==> src/rtl/rit_pkg.sv <==
// Shared types, constants and helpers for the radix integer-to-text unit.
`default_nettype none
package rit_pkg;

  localparam int MAX_DIGITS     = 64;
  localparam int VALUE_W        = 64;
  localparam int RADIX_W        = 5;
  localparam int MIN_W          = 7;
  localparam int CHAR_W         = 7;
  localparam int DIGIT_W        = 4;
  localparam int CFG_IDX_W      = 2;
  localparam int CFG_DATA_W     = 7;
  localparam int ADDR_W         = $clog2(MAX_DIGITS);
  localparam int CNT_W          = $clog2(MAX_DIGITS + 1);
  localparam int BITS_PER_CYCLE = 8;
  localparam int STEP_CYCLES    = VALUE_W / BITS_PER_CYCLE;
  localparam int STEP_W         = $clog2(STEP_CYCLES);

  localparam logic [CFG_IDX_W-1:0] CFG_RADIX      = CFG_IDX_W'(0);
  localparam logic [CFG_IDX_W-1:0] CFG_MIN_DIGITS = CFG_IDX_W'(1);

  localparam logic [RADIX_W-1:0] RADIX_RESET = RADIX_W'(10);
  localparam logic [MIN_W-1:0]   MIN_RESET   = MIN_W'(1);
  localparam logic [RADIX_W-1:0] RADIX_LOW   = RADIX_W'(2);
  localparam logic [RADIX_W-1:0] RADIX_HIGH  = RADIX_W'(16);

  localparam logic [CHAR_W-1:0] CHAR_ZERO = CHAR_W'(48);
  localparam logic [CHAR_W-1:0] CHAR_A    = CHAR_W'(65);

  typedef enum logic [1:0] {
    ST_IDLE,
    ST_DIV,
    ST_FETCH,
    ST_SEND
  } state_t;

  typedef struct packed {
    logic load;
    logic div_step;
    logic advance;
  } cmd_t;

  typedef struct packed {
    logic div_last;
    logic more;
    logic last_digit;
  } status_t;

  // Map a digit value to uppercase ASCII.
  function automatic logic [CHAR_W-1:0] digit_to_char(input logic [DIGIT_W-1:0] d);
    logic [CHAR_W-1:0] c;
    if (d < DIGIT_W'(10)) begin
      c = CHAR_ZERO + CHAR_W'(d);
    end else begin
      c = CHAR_A + CHAR_W'(d) - CHAR_W'(10);
    end
    return c;
  endfunction

endpackage
`default_nettype wire

==> src/rtl/rit_if.sv <==
// Request channels of the radix integer-to-text unit.
`default_nettype none
interface rit_in_if;
  logic                         valid;
  logic                         ready;
  logic [rit_pkg::VALUE_W-1:0]  value;
  logic                         treat_signed;

  modport source (output valid, output value, output treat_signed, input ready);
  modport sink   (input valid, input value, input treat_signed, output ready);
endinterface

interface rit_out_if;
  logic                         valid;
  logic                         ready;
  logic [rit_pkg::CHAR_W-1:0]   digit_char;
  logic                         leading_minus;
  logic                         last;

  modport source (output valid, output digit_char, output leading_minus, output last,
                  input ready);
  modport sink   (input valid, input digit_char, input leading_minus, input last,
                  output ready);
endinterface
`default_nettype wire

==> src/rtl/rit_ram.sv <==
// Generic single-port-write RAM with registered read.
`default_nettype none
module rit_ram #(
  parameter int WIDTH = 4,
  parameter int DEPTH = 64
) (
  input  wire logic                     clk,
  input  wire logic                     we,
  input  wire logic [$clog2(DEPTH)-1:0] waddr,
  input  wire logic [WIDTH-1:0]         wdata,
  input  wire logic [$clog2(DEPTH)-1:0] raddr,
  output      logic [WIDTH-1:0]         rdata
);

  logic [WIDTH-1:0] mem [DEPTH];

  always_ff @(posedge clk) begin
    if (we) begin
      mem[waddr] <= wdata;
    end
    rdata <= mem[raddr];
  end

endmodule
`default_nettype wire

==> src/rtl/rit_ctrl.sv <==
// Sequencer for load, division passes and digit emission.
`default_nettype none
module rit_ctrl (
  input  wire logic             clk,
  input  wire logic             rst,
  input  wire logic             in_valid,
  output      logic             in_ready,
  output      logic             out_valid,
  input  wire logic             out_ready,
  input  wire rit_pkg::status_t st,
  output      rit_pkg::cmd_t    cmd
);

  rit_pkg::state_t state, state_next;

  always_ff @(posedge clk) begin
    if (rst) begin
      state <= rit_pkg::ST_IDLE;
    end else begin
      state <= state_next;
    end
  end

  always_comb begin
    state_next   = state;
    in_ready     = 1'b0;
    out_valid    = 1'b0;
    cmd          = '0;
    case (state)
      rit_pkg::ST_IDLE: begin
        in_ready = 1'b1;
        if (in_valid) begin
          cmd.load   = 1'b1;
          state_next = rit_pkg::ST_DIV;
        end
      end
      rit_pkg::ST_DIV: begin
        cmd.div_step = 1'b1;
        if (st.div_last && !st.more) begin
          state_next = rit_pkg::ST_FETCH;
        end
      end
      rit_pkg::ST_FETCH: begin
        // registered RAM read of the current digit; the data is ready in ST_SEND
        state_next = rit_pkg::ST_SEND;
      end
      rit_pkg::ST_SEND: begin
        out_valid = 1'b1;
        if (out_ready) begin
          cmd.advance = 1'b1;
          state_next  = st.last_digit ? rit_pkg::ST_IDLE : rit_pkg::ST_FETCH;
        end
      end
      default: begin
        state_next = rit_pkg::ST_IDLE;
      end
    endcase
  end

endmodule
`default_nettype wire

==> src/rtl/rit_dp.sv <==
// Datapath: config registers, radix divider, digit store and output fields.
`default_nettype none
module rit_dp (
  input  wire logic                             clk,
  input  wire logic                             rst,
  input  wire logic                             cfg_we,
  input  wire logic [rit_pkg::CFG_IDX_W-1:0]    cfg_index,
  input  wire logic [rit_pkg::CFG_DATA_W-1:0]   cfg_data,
  input  wire logic [rit_pkg::VALUE_W-1:0]      value,
  input  wire logic                             treat_signed,
  input  wire rit_pkg::cmd_t                    cmd,
  output      rit_pkg::status_t                 st,
  output      logic [rit_pkg::CHAR_W-1:0]       digit_char,
  output      logic                             leading_minus,
  output      logic                             last
);

  localparam int BPC = rit_pkg::BITS_PER_CYCLE;
  localparam int VW  = rit_pkg::VALUE_W;

  logic [rit_pkg::RADIX_W-1:0] radix_reg;
  logic [rit_pkg::MIN_W-1:0]   min_reg;
  logic [rit_pkg::RADIX_W-1:0] base;
  logic [rit_pkg::CNT_W-1:0]   minc;
  logic                        neg;
  logic [VW-1:0]               mag;
  logic [rit_pkg::DIGIT_W-1:0] rem;
  logic [rit_pkg::STEP_W-1:0]  step;
  logic [rit_pkg::CNT_W-1:0]   count;
  logic [rit_pkg::ADDR_W-1:0]  ptr;
  logic                        first;

  logic [rit_pkg::RADIX_W-1:0] base_eff;
  logic [rit_pkg::CNT_W-1:0]   minc_eff;
  logic [VW-1:0]               mag_next;
  logic [rit_pkg::DIGIT_W-1:0] rem_next;
  logic [BPC-1:0]              qbits;
  logic [rit_pkg::CNT_W-1:0]   count_inc;
  logic [rit_pkg::DIGIT_W-1:0] rd_digit;
  logic                        ram_we;

  always_ff @(posedge clk) begin
    if (rst) begin
      radix_reg <= rit_pkg::RADIX_RESET;
      min_reg   <= rit_pkg::MIN_RESET;
    end else if (cfg_we) begin
      case (cfg_index)
        rit_pkg::CFG_RADIX:      radix_reg <= cfg_data[rit_pkg::RADIX_W-1:0];
        rit_pkg::CFG_MIN_DIGITS: min_reg   <= cfg_data[rit_pkg::MIN_W-1:0];
        default: ;
      endcase
    end
  end

  // Clamp the configured radix and digit count
  always_comb begin
    if (radix_reg < rit_pkg::RADIX_LOW) begin
      base_eff = rit_pkg::RADIX_LOW;
    end else if (radix_reg > rit_pkg::RADIX_HIGH) begin
      base_eff = rit_pkg::RADIX_HIGH;
    end else begin
      base_eff = radix_reg;
    end
    if (min_reg > rit_pkg::MIN_W'(rit_pkg::MAX_DIGITS)) begin
      minc_eff = rit_pkg::CNT_W'(rit_pkg::MAX_DIGITS);
    end else begin
      minc_eff = rit_pkg::CNT_W'(min_reg);
    end
  end

  // Restoring division, a byte of the dividend per cycle, MSB first
  always_comb begin
    logic [rit_pkg::DIGIT_W-1:0] r;
    logic [rit_pkg::DIGIT_W:0]   t;
    r     = rem;
    qbits = '0;
    for (int i = 0; i < BPC; i++) begin
      t = {r, mag[VW-1-i]};
      if (t >= {1'b0, base[rit_pkg::DIGIT_W-1:0]} || base[rit_pkg::DIGIT_W]) begin
        if (t >= base) begin
          qbits[BPC-1-i] = 1'b1;
          t = t - base;
        end
      end
      r = t[rit_pkg::DIGIT_W-1:0];
    end
    rem_next = r;
    mag_next = {mag[VW-BPC-1:0], qbits};
  end

  assign count_inc   = count + rit_pkg::CNT_W'(1);
  assign st.div_last = (step == rit_pkg::STEP_W'(rit_pkg::STEP_CYCLES - 1));
  assign st.more     = (count_inc < rit_pkg::CNT_W'(rit_pkg::MAX_DIGITS)) &&
                       ((count_inc < minc) || (mag_next != '0));
  assign st.last_digit = (ptr == '0);

  always_ff @(posedge clk) begin
    if (cmd.load) begin
      neg   <= treat_signed && value[VW-1];
      mag   <= (treat_signed && value[VW-1]) ? (~value + VW'(1)) : value;
      base  <= base_eff;
      minc  <= minc_eff;
      rem   <= '0;
      step  <= '0;
      count <= '0;
    end else if (cmd.div_step) begin
      mag  <= mag_next;
      step <= step + rit_pkg::STEP_W'(1);
      if (st.div_last) begin
        // digit done: restart remainder, bump count, point at top digit
        rem   <= '0;
        count <= count_inc;
        ptr   <= count[rit_pkg::ADDR_W-1:0];
        first <= 1'b1;
      end else begin
        rem <= rem_next;
      end
    end else if (cmd.advance) begin
      ptr   <= ptr - rit_pkg::ADDR_W'(1);
      first <= 1'b0;
    end
  end

  assign ram_we = cmd.div_step && st.div_last;

  rit_ram #(
    .WIDTH (rit_pkg::DIGIT_W),
    .DEPTH (rit_pkg::MAX_DIGITS)
  ) u_ram (
    .clk   (clk),
    .we    (ram_we),
    .waddr (count[rit_pkg::ADDR_W-1:0]),
    .wdata (rem_next),
    .raddr (ptr),
    .rdata (rd_digit)
  );

  assign digit_char    = rit_pkg::digit_to_char(rd_digit);
  assign leading_minus = first && neg;
  assign last          = st.last_digit;

endmodule
`default_nettype wire

==> src/rtl/radix_integer_to_text_unit.sv <==
// Top level of the radix integer-to-text unit.
//
//  channel  direction  payload                               handshake
//  in_ch    sink       value[63:0], treat_signed             valid/ready
//  out_ch   source     digit_char[6:0], leading_minus, last  valid/ready
//  cfg      write      cfg_index[1:0], cfg_data[6:0]         cfg_we
//
// One number at a time. The divider produces 8 quotient bits per cycle over the
// 64-bit magnitude, one full pass per digit, and stores each digit in the digit
// RAM; the digits are then read back, most significant first, through ST_FETCH
// and ST_SEND.
// rst is synchronous; it restores radix 10 and minimum digit count 1.
// Output stalls hold the current digit; input is refused until the last digit goes.
`default_nettype none
module radix_integer_to_text_unit (
  input  wire logic                            clk,
  input  wire logic                            rst,
  input  wire logic                            cfg_we,
  input  wire logic [rit_pkg::CFG_IDX_W-1:0]   cfg_index,
  input  wire logic [rit_pkg::CFG_DATA_W-1:0]  cfg_data,
  rit_in_if.sink                               in_ch,
  rit_out_if.source                            out_ch
);

  rit_pkg::cmd_t    cmd;
  rit_pkg::status_t st;

  rit_ctrl u_ctrl (
    .clk       (clk),
    .rst       (rst),
    .in_valid  (in_ch.valid),
    .in_ready  (in_ch.ready),
    .out_valid (out_ch.valid),
    .out_ready (out_ch.ready),
    .st        (st),
    .cmd       (cmd)
  );

  rit_dp u_dp (
    .clk           (clk),
    .rst           (rst),
    .cfg_we        (cfg_we),
    .cfg_index     (cfg_index),
    .cfg_data      (cfg_data),
    .value         (in_ch.value),
    .treat_signed  (in_ch.treat_signed),
    .cmd           (cmd),
    .st            (st),
    .digit_char    (out_ch.digit_char),
    .leading_minus (out_ch.leading_minus),
    .last          (out_ch.last)
  );

endmodule
`default_nettype wire

==> src/flat_wrapper.sv <==
// flat-port wrapper written by rule: the top's interface ports become plain ports
module radix_integer_to_text_unit_flat 
  (clk, rst, cfg_we, cfg_index, cfg_data, in_ch_valid, in_ch_value, in_ch_treat_signed, in_ch_ready, out_ch_valid, out_ch_digit_char, out_ch_leading_minus, out_ch_last, out_ch_ready);
  rit_in_if in_ch_i ();
  rit_out_if out_ch_i ();
  input  wire logic clk;
  input  wire logic rst;
  input  wire logic cfg_we;
  input  wire logic [rit_pkg::CFG_IDX_W-1:0] cfg_index;
  input  wire logic [rit_pkg::CFG_DATA_W-1:0] cfg_data;
  input wire logic [$bits(in_ch_i.valid)-1:0] in_ch_valid;
  input wire logic [$bits(in_ch_i.value)-1:0] in_ch_value;
  input wire logic [$bits(in_ch_i.treat_signed)-1:0] in_ch_treat_signed;
  output wire logic [$bits(in_ch_i.ready)-1:0] in_ch_ready;
  output wire logic [$bits(out_ch_i.valid)-1:0] out_ch_valid;
  output wire logic [$bits(out_ch_i.digit_char)-1:0] out_ch_digit_char;
  output wire logic [$bits(out_ch_i.leading_minus)-1:0] out_ch_leading_minus;
  output wire logic [$bits(out_ch_i.last)-1:0] out_ch_last;
  input wire logic [$bits(out_ch_i.ready)-1:0] out_ch_ready;
  assign in_ch_i.valid = in_ch_valid;
  assign in_ch_i.value = in_ch_value;
  assign in_ch_i.treat_signed = in_ch_treat_signed;
  assign in_ch_ready = in_ch_i.ready;
  assign out_ch_valid = out_ch_i.valid;
  assign out_ch_digit_char = out_ch_i.digit_char;
  assign out_ch_leading_minus = out_ch_i.leading_minus;
  assign out_ch_last = out_ch_i.last;
  assign out_ch_i.ready = out_ch_ready;
  radix_integer_to_text_unit u_core (.clk(clk), .rst(rst), .cfg_we(cfg_we), .cfg_index(cfg_index), .cfg_data(cfg_data), .in_ch(in_ch_i), .out_ch(out_ch_i));
endmodule
==> config.mk <==
export PLATFORM = sky130hd
export DESIGN_NAME = radix_integer_to_text_unit_flat
export DESIGN_NICKNAME = d
export VERILOG_FILES = /design/src/rtl/rit_pkg.sv /design/src/rtl/rit_if.sv /design/src/rtl/rit_ram.sv /design/src/rtl/rit_ctrl.sv /design/src/rtl/rit_dp.sv /design/src/rtl/radix_integer_to_text_unit.sv /design/src/flat_wrapper.sv
export SDC_FILE = /design/constraint.sdc
export NUM_CORES = 1
export LEC_CHECK = 0
export BUFFER_PORTS_ARGS = -buffer_cell sky130_fd_sc_hd__buf_2
export CAP_MARGIN = 20
export CORE_AREA = 3 3 207 209
export DETAILED_ROUTE_END_ITERATION = 12
export DIE_AREA = 0 0 210 212
export PLACE_DENSITY_LB_ADDON = 0.25
export RECOVER_POWER = 25
export SLEW_MARGIN = 20
export SYNTH_ARGS = -nofsm -noshare
export SYNTH_HDL_FRONTEND = slang
export SYNTH_SLANG_ARGS = --single-unit
==> constraint.sdc <==
create_clock -name clk -period 38.5 [get_ports clk]
set_clock_uncertainty 0.2 [all_clocks]
set_input_delay 1.925 -clock clk [delete_from_list [all_inputs] [get_ports clk]]
set_output_delay 1.925 -clock clk [all_outputs]
set_load 0.01 [all_outputs]
---- Yosys cells after proc, flatten, opt, wreduce, memory -nomap -nowiden ----
Memories as Yosys holds them, arrays and structs flattened. A register that Yosys moved wholly into a read port is not among the register bits.
Cells that the tools add are included.
operators by class
  add/sub/neg operators ................... 15
  multipliers ............................. 0
  div/mod/pow operators ................... 0
  $lt $le $gt $ge ......................... 22
  equality and inequality tests ........... 9
  shift-type cells ........................ 0
  multiplexer cells ....................... 58
  bitwise gates (word level) .............. 2
  reduce and logical (&&, ||, !) cells .... 27
operators by type and width
  operator               count
  $mux 64                3
  $mux 4                 17
  $add 64x1->64 const B  1
  $not 64->64            1
  $reduce_bool 64->1     1
  $ge 5x4->1             8
  $ge 5x5->1             8
  $sub 4x4->4            8
  $mux 1                 28
  $mux 6                 3
  $logic_or 1x1->1       9
  $mux 2                 4
  $pmux 2 s4             1
  $add 6x4->7 const A    1
  $add 7x1->7 const B    1
  $add 7x4->7 const A    1
  $gt 7x7->1 const B     1
  $lt 7x7->1             1
  $lt 7x7->1 const B     1
  $mux 7                 1
  $sub 7x4->7 const B    1
  $logic_not 6->1        1
  $ne 2x2->1 const B     3
  $reduce_and 2->1       3
  17 further kinds       26
word-level totals
  bits in registers ....................... 112
  bits in latches ......................... 0
  bits in writable memories ............... 256
  bits in read-only memories .............. 0
  memories ................................ 1
memories
  memory                 depth  width  rd ports  clocked after Yosys merged registers in  write ports  RTL line       text
  u_core.u_dp.u_ram.mem  64     4      1         1                                        1            rit_ram.sv:15  logic [WIDTH-1:0] mem [DEPTH];

---- Longest topological paths before layout ----
Gate-level depths: netlist of run 1.
  depth after elaboration ................. 31
  mapped depth ............................ 75

---- By module ----
From an unflattened synthesis of run 1, not the netlist that was laid out.
unflattened totals
  cell total of the unflattened synthesis .. 1439
  area total of the unflattened synthesis .. 18929.4 sq um
modules (own cells, without submodules)
  module    instances  cells each  area each (sq um)  seq. area each (sq um)
  rit_ram   1          521         10407.5            7767.4
  rit_dp    1          904         8398.1             3042.9
  rit_ctrl  1          14          123.9              40.0

---- Worst setup path after synthesis of run 1 ----
Ideal clock, no wire load.
  path kind ............................... register to register
  from .................................... register u_core.u_dp.base[1] (netlist name)
  to ...................................... memory u_core.u_dp.u_ram.mem[0][0] (data pin)
  library setup time ...................... 571 ps
  arrival time ............................ 14472 ps
  slack ................................... 23257 ps
  cell stages (with the launch flop) ...... 73
  path through ............................ edfxtp_1 > inv_1 > ha_1 > or2b_1 > a21oi_1 > o22ai_2 > mux2_2 > inv_1 > ha_1 > nand2_1 > o21ai_1 > a21oi_1 > a211oi_4 > mux2_2 > inv_1 > ha_1 > a21o_1 > a211oi_1 > (+37 left out) > o21ai_0 > nand2b_1 > a21o_1 > a21oi_1 > inv_1 > a21oi_1 > a21o_1 > buf_6 > mux2i_1 > ha_1 > o21ai_0 > nand2b_1 > a21o_1 > a21oi_1 > nand3_1 > a211oi_1 > a211oi_4 > mux2i_1
between the ends
  longest elaborated chain between the ends .. 24
  elaborated cells on any way between the ends .. 47
ends and longest elaborated chain
  item                                               RTL line                    text
  from (decl)                                        rit_dp.sv:23                logic [rit_pkg::RADIX_W-1:0] base;
  from (signal assigned)                             rit_dp.sv:101               base <= base_eff;
  $sub 4x4->4, or another cell as far along          rit_dp.sv:82                t = t - base;
  $mux 4 / $logic_or 1x1->1 (equally long branches)  rit_dp.sv:80, rit_dp.sv:79
  $mux 4                                             rit_dp.sv:79                if (t >= {1'b0, base[rit_pkg::DIGIT_W-1:0]} || base[rit_pkg::DIGIT_W]) begin
  $sub 4x4->4, or another cell as far along          rit_dp.sv:82
  $mux 4 / $logic_or 1x1->1 (equally long branches)  rit_dp.sv:80, rit_dp.sv:79
  $mux 4                                             rit_dp.sv:79
  $sub 4x4->4, or another cell as far along          rit_dp.sv:82
  $mux 4 / $logic_or 1x1->1 (equally long branches)  rit_dp.sv:80, rit_dp.sv:79
  (+9 left out)                                      --
  $mux 4                                             rit_dp.sv:79
  $sub 4x4->4, or another cell as far along          rit_dp.sv:82
  $mux 4 / $logic_or 1x1->1 (equally long branches)  rit_dp.sv:80, rit_dp.sv:79
  $mux 4                                             rit_dp.sv:79
  $ge 5x5->1 / $ge 5x4->1 (equally long branches)    rit_dp.sv:80, rit_dp.sv:79
  $mux 4 / $logic_or 1x1->1 (equally long branches)  rit_dp.sv:80, rit_dp.sv:79
  $mux 4 *                                           rit_dp.sv:79
  net u_core.u_dp.rem_next, one bit                  rit_dp.sv:36                logic [rit_pkg::DIGIT_W-1:0] rem_next;
  to (decl)                                          rit_ram.sv:15
The timed path passes the listed nets; every way through them passes the cells marked *.

---- Final worst setup path of run 1 ----
  from .................................... register u_core.u_dp.base[1] (netlist name)
  to ...................................... memory u_core.u_dp.u_ram.mem[45][0] (data pin)
The elaborated chain is that of the path after synthesis.

==> results of run 1 <==
per-layer routing:
| metal | vias up | share of wire | global-route usage |
|---|---|---|---|
| met4 | 0 | 0.019 | 0.0430 |
| met1 | 5597 | 0.46 | 0.272 |
| met5 | - | 0 | 0 |
| met3 | 51 | 0.056 | 0.0336 |
| li1 | 5250 | - | - |
| met2 | 277 | 0.46 | 0.285 |
tightest hold or removal path, stage by stage (launching register included):
cell and delay (ns):
dfxtp_1 0.31, nand2_1 0.05, a21oi_1 0.05
synthesized netlist by cell type, types with 11 or more instances:
cell type,instances,area [um2]
mux4_2,84,1890
inv_1,61,229
edfxtp_1,340,10200
nand3_1,11,55.1
mux2i_1,24,240
clkbuf_1,45,169
dfxtp_1,32,641
o31ai_1,11,82.6
nand2_1,50,188
nor4_1,20,125
nor2b_1,12,75.1
ha_1,54,676
a21oi_1,109,546
buf_1,13,48.8
nor3_1,13,65.1
xor2_1,45,394
nand2b_1,15,93.8
nor2_1,187,702
o21ai_0,34,170
a21o_1,16,120
xnor2_1,46,403
final cells by class:
cell class                 count  area [um2]
timing repair buffer          97         500
clock buffer                  54        1070
antenna                        1        2.50
clock inverter                16         159
inverter                      62         233
sequential                   372       10900
multi-input combinational    854        7060
tap                          532         666
fill                        3505       20500
cell usage in the layout, fill, tap and decap left out, types with 5 or more instances in the layout:
cell / instances
edfxtp_1: 340
nor2_1: 187
a21oi_1: 109
buf_2: 88
mux4_2: 84
inv_1: 61
ha_1: 54
nand2_1: 50
xnor2_1: 46
xor2_1: 45
clkbuf_16: 40
o21ai_0: 34
dfxtp_1: 32
mux2i_1: 23
nor4_1: 20
a21o_1: 16
nand2b_1: 15
clkbuf_1: 14
nor3_1: 13
nor2b_1: 12
nand3_1: 11
o31ai_1: 11
mux2_2: 9
or4_1: 9
fa_1: 8
or3_1: 7
buf_4: 7
mux2_4: 6
o41ai_1: 6
clkinv_2: 6
a22o_1: 5
metrics by stage:
step	util	hold slack (ns)	worst slack [ns]	area, um2
after detailed placement	0.471	0.252	22.72	19300
after global routing	0.501	0.279	21.21	20500
after floorplan	-	0.236	23.26	18400
final	0.501	0.260	22.62	20500
after CTS	0.501	0.260	22.66	20500
after global placement	0.471	0.246	23.24	19300
path summary, 6_finish.rpt:
| kind | from | end | slack (ns) | cells past startpoint |
|---|---|---|---|---|
| min reg2reg | u_core.u_dp.step[2]$_SDFFE_PP0P_ | u_core.u_dp.step[2]$_SDFFE_PP0P_ | 0.26 | 2 |
| max | u_core.u_dp.base[1]$_SDFFCE_PP1P_ | u_core.u_dp.u_ram.mem[45][0]$_DFFE_PP_ | 22.62 | 71 |
| max reg2reg | u_core.u_dp.base[1]$_SDFFCE_PP1P_ | u_core.u_dp.u_ram.mem[45][0]$_DFFE_PP_ | 22.62 | 71 |
| min | u_core.u_dp.step[2]$_SDFFE_PP0P_ | u_core.u_dp.step[2]$_SDFFE_PP0P_ | 0.26 | 2 |
logic make-up (layout without fill, tap and decap cells):
kind of cell	Yosys count	count (layout)
fa+ha+maj	62	62
mux	124	124
flops	372	372
other cells	0	1
buf+inv	124	229
compound gates	216	216
xor+xnor	91	91
simple gates	361	361
==> results.md, run 1 <==
* Outcome: complete, but fails checks
* Failing checks: max-capacitance violations, max-slew violations
* Vias in the first global route at between 10000 and 15000
* Die Footprint at 44500 um2
* Synth warnings at 0
* Post-CTS sizing at 0
* # setup viols final at 0
* Drt total wl at between 40 and 50 mm
* FMAX at 0.0630 GHz
* CTS tree: done
* Initial antenna violation count at 1
* Slowest stage cell, crit path: edfxtp_1
* RSZ-0062 raised after global routing: false
* Root Buffer: clkbuf_16
* Hold-fix buffers at CTS at 0
* Synth Area in Simple Gates at 0.0933
* Max-slew violation count at 64
* Layout cells sized above 1 at 0.189
* Hold Path Class: reg -> reg
* DRT Pass-1 Iters at 5
* Post-route ant nets at 0
* Startpoint Class: register
* Final Hold Fails at 0
* Die Y at ~210 um
* Num rows at between 70 and 80
* CTS Sinks at around 370
* Compound-Gate Fraction of Synth Area at 0.0741
* Post-DP HPWL at ~27 mm
* Syn Nets at between 1000 and 1500
* Tot GR Track Use at 0.183
* Register area share after synthesis at 0.590
* Largest register FFs at around 260
* Area grow syn2layout at 11.7%
* Synth unique cells at 69
* Synth Register Bits at around 370
* Reg with most FFs: u_core.u_dp.u_ram.mem
* Initial DRC Count at between 900 and 1000
* Layout Cells excl Fill at 1988
* Post-CTS setup repair buffer count at 0
* Main synth FF type: edfxtp_1
* Adder-cell share of the synthesized area at 0.0454
* Normalized max-slew margin at -0.468
* Post-layout minimum cycle time at between 15 and 20 ns
* Clock Pin Slew Worst Setup and Hold Paths at roughly 0.06 ns
* Post-synth EDFFs at 340
* Avg WL per Cell at a little over 20 um
* Setup CP Type: reg -> reg
* H-tree Lvls at 2
* Die X at around 210 um
* First-pass GRT wire length at approximately 63 mm
* Mean Syn Cell Area at roughly 14 um2
* Crit path largest cell delay at between 0.6 and 0.7 ns
* Biggest regs: u_core.u_dp.u_ram.mem x256, u_core.u_dp.mag x64
* XOR/XNOR Fraction of Synth Area at 0.0433
* Netlist Area Pre-Place at around 18000 um2
* Worst slew pin tran at 2.20 ns
* Starting Density at 0.448
* CP endpoint kind: register
* Period utilization at 0.413
* Grt total ovfl at 0
* Setup TNS Final at 0 ns
* Delay-heaviest family, CP: compound AO/OA/AOI/OAI gates
* Worst Path Required at around 39 ns
* Avg Vias per Cell at about 5.6
* Worst path bufs/invs at 9
* Via count at roughly 11000
* Post-synthesis mux area share at 0.127
* CP arrival at between 15 and 20 ns
* Fin nets at approximately 1600
* Max Cap Viol at 2
* I/O pin cnt at 90
* Port Buf Inserts at slightly below 90
* Placed Cells at approximately 1900
* Routability cong. at approximately 0.79
* Worst skew pair latency at about 0.55 ns
* Clk buf depth at 3
* DRC at 0
* Crit Path Max Fanout at 65
* Synth Instances at 1350
* TritonCTS Buffers at 39
* Largest family of logic cells by synthesized area: multiplexers
* Largest net degree at the start of global routing at around 120
* Post-synth ARST share at 0
* CORE AREA at around 41000 um2
Power of run 1 is left out: the tool's default activity adds up to more than one toggle a clock period on the data nets, which glitch-free logic cannot reach.
==> run 2, diff against run 1 <==
==> constraint.sdc (replaced) <==
create_clock -name clk -period 12.95 [get_ports clk]
set_clock_uncertainty 0.2 [all_clocks]
set_input_delay 0.6475 -clock clk [delete_from_list [all_inputs] [get_ports clk]]
set_output_delay 0.6475 -clock clk [all_outputs]
set_load 0.01 [all_outputs]
==> results.md, run 2 (synthesis gave the netlist of run 1 again) <==
* First-pass GRT wire length at 66.3 mm (+4.7%)
* Post-layout minimum cycle time at 12.97 ns (-2.91 ns)
* Die Footprint at 44500 um2 (unchanged)
* Startpoint Class: register
* Max Cap Viol at 3 (+1)
* Setup crit end: u_core.u_dp.rem[0]$_SDFFE_PP0P_
* RSZ-0062 raised after global routing: true
* Period utilization at 1.00 (+0.589)
* Worst path depth at 75 (+5.6%)
* Placed Cells at 1940 (+1.2%)
* Layout Cells excl Fill at 2063 (+3.8%)
* Avg Vias per Cell at 5.71 (+1.6%)
* Initial DRC Count at 1164 (+17%)
* Largest register FFs at 256 (unchanged)
* Normalized max-slew margin at -1.81 (-1.34)
* Tot GR Track Use at 0.193 (+0.00946)
* Max-slew violation count at 226 (+250%)
* CTS Sinks at 372 (unchanged)
* CP endpoint kind: register
* DRC at 0 (unchanged)
* Clk buf depth at 3 (unchanged)
* PnR worst setup slack at -0.0231 ns (-22.64 ns)
* Hold Path Class: in -> reg
* Failing checks: max-capacitance violations, max-slew violations, negative setup slack
* Area grow syn2layout at 18.1%
* Worst skew pair latency at 0.56 ns (about the same)
* Most used cell, CP: ha_4
* CORE AREA at 41000 um2 (unchanged)
* Via count at 11800 (+5.4%)
* FMAX at 0.0771 GHz (+22%)
* Most frequent cells in the layout: edfxtp_1, nor2_1, a21oi_1, mux4_2, buf_2
* Fin nets at 1643 (+4.9%)
* Outcome: complete, but fails checks
* Grt total ovfl at 0 (unchanged)
* Post-DP HPWL at 28.4 mm (+4.4%)
* TritonCTS Buffers at 40 (+2.6%)
* R2r setup slk at -0.02 ns (-22.64 ns)
* CTS tree: done
* Drt total wl at 45.7 mm (+13%)
* Die X at 210 um (unchanged)
* Avg WL per Cell at 22.1 um (+9.0%)
* Worst slew pin tran at 4.22 ns (+2.02 ns)
* Biggest regs: u_core.u_dp.u_ram.mem x256, u_core.u_dp.mag x64
* Reg with most FFs: u_core.u_dp.u_ram.mem
* Clock Pin Slew Worst Setup and Hold Paths at 0.06 ns (about the same)
* Crit Reg-Reg Endpoint: u_core.u_dp.rem[0]$_SDFFE_PP0P_
* Delay-heaviest family, CP: compound AO/OA/AOI/OAI gates
* Final Hold Fails at 0 (unchanged)
* Worst Path Required at 13.20 ns (-25.35 ns)
* Most common cell after layout, fill and taps aside: edfxtp_1
* Die Y at 212 um (unchanged)
* Worst r2r src: u_core.u_dp.base[1]$_SDFFCE_PP1P_
* Reg2reg path depth at 75 (+5.6%)
* Worst path bufs/invs at 12 (+3)
* Starting Density at 0.448 (unchanged)
* Slowest stage cell, crit path: a2111oi_4
* Largest net degree at the start of global routing at 94 (-18%)
* Initial antenna violation count at 1 (unchanged)
* Layout cells sized above 1 at 0.259 (+0.0697)
* Port Buf Inserts at 89 (unchanged)
* CP arrival at 13.22 ns (-2.71 ns)
* Antenna fix cells at 0 (-1)
* Crit Path Max Fanout at 17 (-74%)
* Crit path largest cell delay at 0.41 ns (-0.25 ns)
* Post-route ant nets at 0 (unchanged)
* Num rows at 74 (unchanged)
* I/O pin cnt at 90 (unchanged)
* Setup CP Type: reg -> reg
* H-tree Lvls at 2 (unchanged)
* # setup viols final at 34 (+34)
* DRT Pass-1 Iters at 5 (unchanged)
* Vias in the first global route at 11600 (+4.8%)
* Routability cong. at 0.854 (+8.2%)
* Root Buffer: clkbuf_16
* Crit path from: u_core.u_dp.base[1]$_SDFFCE_PP1P_
-- run 2: repair_timing --
action / 4_1_cts / 5_1_grt
hold endpoints to repair: 0 / 0
gates cloned: 2 / 13
hold buffers: 0 / 0
setup endpoints to repair: 263 / 263
resized for setup: 13 / 25
pin swaps: 7 / 33
buffers inserted: 10 / 26
-- run 2: metal layers --
| layer | track usage | routed length [um] | vias up |
|---|---|---|---|
| li1 | - | - | 5410 |
| met1 | 0.260 | 18500 | 5859 |
| met2 | 0.324 | 22400 | 439 |
| met3 | 0.0398 | 3730 | 75 |
| met4 | 0.0498 | 1020 | 0 |
| met5 | 0 | 0 | - |
-- run 2: worst min path at each step --
stage	startpoint	end	cells past startpoint
4_1_cts	cfg_data[5]	u_core.u_dp.min_reg[5]$_SDFFE_PP0P_	3
6_report	cfg_data[5]	u_core.u_dp.min_reg[5]$_SDFFE_PP0P_	3
5_1_grt	cfg_data[5]	u_core.u_dp.min_reg[5]$_SDFFE_PP0P_	3
3_5_place_dp	u_core.u_dp.step[2]$_SDFFE_PP0P_	u_core.u_dp.step[2]$_SDFFE_PP0P_	2
3_3_place_gp	u_core.u_dp.step[2]$_SDFFE_PP0P_	u_core.u_dp.step[2]$_SDFFE_PP0P_	2
2_1_floorplan	u_core.u_dp.min_reg[0]$_SDFFE_PP1P_	u_core.u_dp.min_reg[0]$_SDFFE_PP1P_	2
-- run 2: per-stage QoR --
stage | hold WS [ns] | TNS (ns) | util | setup slack [ns] | cell area [um2]
final | 0.121 | -0.516 | 0.530 | -0.0231 | 21700
after detailed placement | 0.255 | -117.43 | 0.480 | -0.514 | 19700
after global routing | 0.140 | -148.48 | 0.530 | -0.661 | 21700
after CTS | 0.0963 | 0 | 0.517 | 0.00131 | 21200
after floorplan | 0.236 | -13.03 | - | -0.201 | 18600
after global placement | 0.246 | -41.67 | 0.480 | -0.236 | 19700
-- run 2: cell type report --
cell class	count	area (um2)
Timing Repair Buffer	160	1050
Clock inverter	23	229
Clock buffer	48	1060
Sequential cell	372	10900
Fill cell	3399	19300
Multi-Input combinational cell	866	7630
Tap cell	532	666
Inverter	62	235
-- run 2: worst reg2reg max path: cells and delay by family (launching register included) --
kind                     cells  cell delay [ns]
AO/OA/AOI/OAI               33             5.30
flip-flops                   1             0.40
adder cells (fa/ha/maj)      8             1.78
AND/OR/NAND/NOR             14             1.78
multiplexers                 8             2.30
buffers and inverters       12             1.12
Power of run 2 is left out for the same reason.
==> run 3, diff against run 2 <==
--- a/config.mk
+++ b/config.mk
@@ -10,8 +10,9 @@
 export CORE_AREA = 3 3 207 209
 export DETAILED_ROUTE_END_ITERATION = 12
 export DIE_AREA = 0 0 210 212
-export PLACE_DENSITY_LB_ADDON = 0.25
+export PLACE_DENSITY_LB_ADDON = 0.3
 export RECOVER_POWER = 25
+export SKIP_CTS_REPAIR_TIMING = 1
 export SLEW_MARGIN = 20
 export SYNTH_ARGS = -nofsm -noshare
 export SYNTH_HDL_FRONTEND = slang
==> constraint.sdc (replaced) <==
create_clock -name clk -period 15.8 [get_ports clk]
set_clock_uncertainty 0.2 [all_clocks]
set_input_delay 0.79 -clock clk [delete_from_list [all_inputs] [get_ports clk]]
set_output_delay 0.79 -clock clk [all_outputs]
set_load 0.01 [all_outputs]
==> results.md, run 3 (synthesis gave the netlist of run 1 again) <==
* Outcome: complete, but fails checks
* Failing checks: max-capacitance violations, max-slew violations
* Final Hold Fails at 0 (unchanged)
* CTS tree: done
* Initial antenna violation count at 0 (-1)
* CORE AREA at 41000 um2 (unchanged)
* Tot GR Track Use at 0.180 (-0.0132)
* Worst skew pair latency at 0.55 ns (about the same)
* Clk buf depth at 3 (unchanged)
* Reg with most FFs: u_core.u_dp.u_ram.mem
* Largest net degree at the start of global routing at 89 (-5.3%)
* Layout cells sized above 1 at 0.198 (-0.0611)
* Placed inst area at 19300 um2 (-1.8%)
* Num rows at 74 (unchanged)
* Worst r2r src: u_core.u_dp.base[0]$_SDFFCE_PP0P_
* Drt total wl at 40.1 mm (-12%)
* Grt total ovfl at 0 (unchanged)
* WHS at 0.262 ns (+0.140 ns)
* Placed Cells at 1919 (-1.1%)
* First-pass GRT wire length at 62.4 mm (-5.9%)
* Fin nets at 1574 (-4.2%)
* Reg2reg path depth at 70 (-6.7%)
* Layout Cells excl Fill at 1996 (-3.2%)
* Vias in the first global route at 11000 (-5.4%)
* Via count at 11200 (-5.1%)
* Crit Path Max Fanout at 65 (+48)
* Largest register FFs at 256 (unchanged)
* CP endpoint kind: register
* Crit path largest cell delay at 0.65 ns (+0.24 ns)
* CP arrival at 14.90 ns (+1.68 ns)
* Max Cap Viol at 3 (unchanged)
* Routability cong. at 0.861 (+0.80%)
* Hold Path Class: reg -> reg
* Die Y at 212 um (unchanged)
* Worst slew pin tran at 3.43 ns (-0.788 ns)
* Most frequent cells in the layout: edfxtp_1, nor2_1, a21oi_1, mux4_2, buf_2
* Crit Reg-Reg Endpoint: u_core.u_dp.rem[2]$_SDFFE_PP0P_
* Post-layout minimum cycle time at 14.66 ns (+1.68 ns)
* Avg Vias per Cell at 5.60 (-2.0%)
* FMAX at 0.0682 GHz (-11%)
* CTS Sinks at 372 (unchanged)
* Setup TNS Final at 0 ns (+0.516 ns)
* Period utilization at 0.928 (-0.0742)
* Startpoint Class: register
* Port Buf Inserts at 89 (unchanged)
* TritonCTS Buffers at 39 (-2.5%)
* Clock Pin Slew Worst Setup and Hold Paths at 0.06 ns (about the same)
* # setup viols final at 0 (-100%)
* Most common cell after layout, fill and taps aside: edfxtp_1
* DRT Pass-1 Iters at 6 (+1)
* Post-DP HPWL at 26.6 mm (-6.5%)
* Max-slew violation count at 219 (-3.1%)
* Post-route ant nets at 0 (unchanged)
* Normalized max-slew margin at -1.29 (+0.526)
* Biggest regs: u_core.u_dp.u_ram.mem x256, u_core.u_dp.mag x64
* Die Footprint at 44500 um2 (unchanged)
* Worst Hold Launch: u_core.u_dp.step[1]$_SDFFE_PP0P_
* Avg WL per Cell at 20.1 um (-9.2%)
* Worst hold path depth at 2 (-1)
* Hold Path End: u_core.u_dp.step[1]$_SDFFE_PP0P_
* Area grow syn2layout at 13.0%
* DRC at 0 (unchanged)
* Die X at 210 um (unchanged)
* I/O pin cnt at 90 (unchanged)
* Worst Path Required at 16.04 ns (+2.84 ns)
* Initial DRC Count at 925 (-21%)
* Starting Density at 0.448 (unchanged)
* Setup CP Type: reg -> reg
* H-tree Lvls at 2 (unchanged)
* Cell area after layout at 20800 um2 (-4.3%)
* Root Buffer: clkbuf_16
* Slowest stage cell, crit path: edfxtp_1
* R2r setup slk at 1.14 ns (+1.17 ns)
==> run 3: changes by cell type in the layout (fill, tap and decap cells not counted), moves of 6 or more <==
cell / change
a21oi_1: +7
ha_1: +11
mux2_2: +6
mux2_4: -18
o21ai_2: -6
ha_4: -11
buf_4: -44
inv_1: +8
inv_2: -8
o21ai_0: +7
==> run 3: worst max path at each step <==
stage / from / end / slack, ns / cells past startpoint
final: u_core.u_dp.base[0]$_SDFFCE_PP0P_ / u_core.u_dp.rem[2]$_SDFFE_PP0P_ / 1.14 / 70
after global placement: u_core.u_dp.base[4]$_SDFFCE_PP0P_ / u_core.u_dp.u_ram.mem[42][3]$_DFFE_PP_ / 0.91 / 70
after CTS: u_core.u_dp.base[4]$_SDFFCE_PP0P_ / u_core.u_dp.u_ram.mem[61][3]$_DFFE_PP_ / 0.30 / 70
after detailed placement: u_core.u_dp.base[4]$_SDFFCE_PP0P_ / u_core.u_dp.u_ram.mem[43][3]$_DFFE_PP_ / 0.35 / 70
after global routing: u_core.u_dp.base[2]$_SDFFCE_PP0P_ / u_core.u_dp.rem[2]$_SDFFE_PP0P_ / -0.008 / 71
after floorplan: u_core.u_dp.base[1]$_SDFFCE_PP1P_ / u_core.u_dp.u_ram.mem[0][0]$_DFFE_PP_ / 0.56 / 72
==> run 3: area by class of cell <==
| type | count | area [um2] |
|---|---|---|
| Tap cell | 532 | 666 |
| Timing Repair Buffer | 104 | 553 |
| Multi-Input combinational cell | 854 | 7120 |
| Clock buffer | 43 | 991 |
| Clock inverter | 28 | 373 |
| Fill cell | 3510 | 20200 |
| Sequential cell | 372 | 10900 |
| Antenna cell | 1 | 2.50 |
| Inverter | 62 | 236 |
==> run 3: layer usage <==
metal  up-vias  share of wire  track usage
met4         0          0.023       0.0539
met3        60          0.075       0.0393
met5         -              0            0
met1      5528           0.45        0.260
li1       5242              -            -
met2       347           0.46        0.276
==> run 3: metrics by stage <==
| stage | utilization | setup slack, ns |
|---|---|---|
| 2_1_floorplan | - | 0.557 |
| 3_3_place_gp | 0.472 | 0.913 |
| 3_5_place_dp | 0.472 | 0.346 |
| 4_1_cts | 0.505 | 0.298 |
| 5_1_grt | 0.507 | -0.00830 |
| 6_report | 0.507 | 1.14 |
==> run 3: critical path, delay by kind of cell (launching register included) <==
kind                     cells  cell delay, ns
AO/OA/AOI/OAI               33            6.28
adder cells (fa/ha/maj)      8            2.07
buffers and inverters        8            0.54
flip-flops                   1            0.65
multiplexers                 8            2.94
AND/OR/NAND/NOR             13            1.83
Power of run 3 is left out for the same reason.
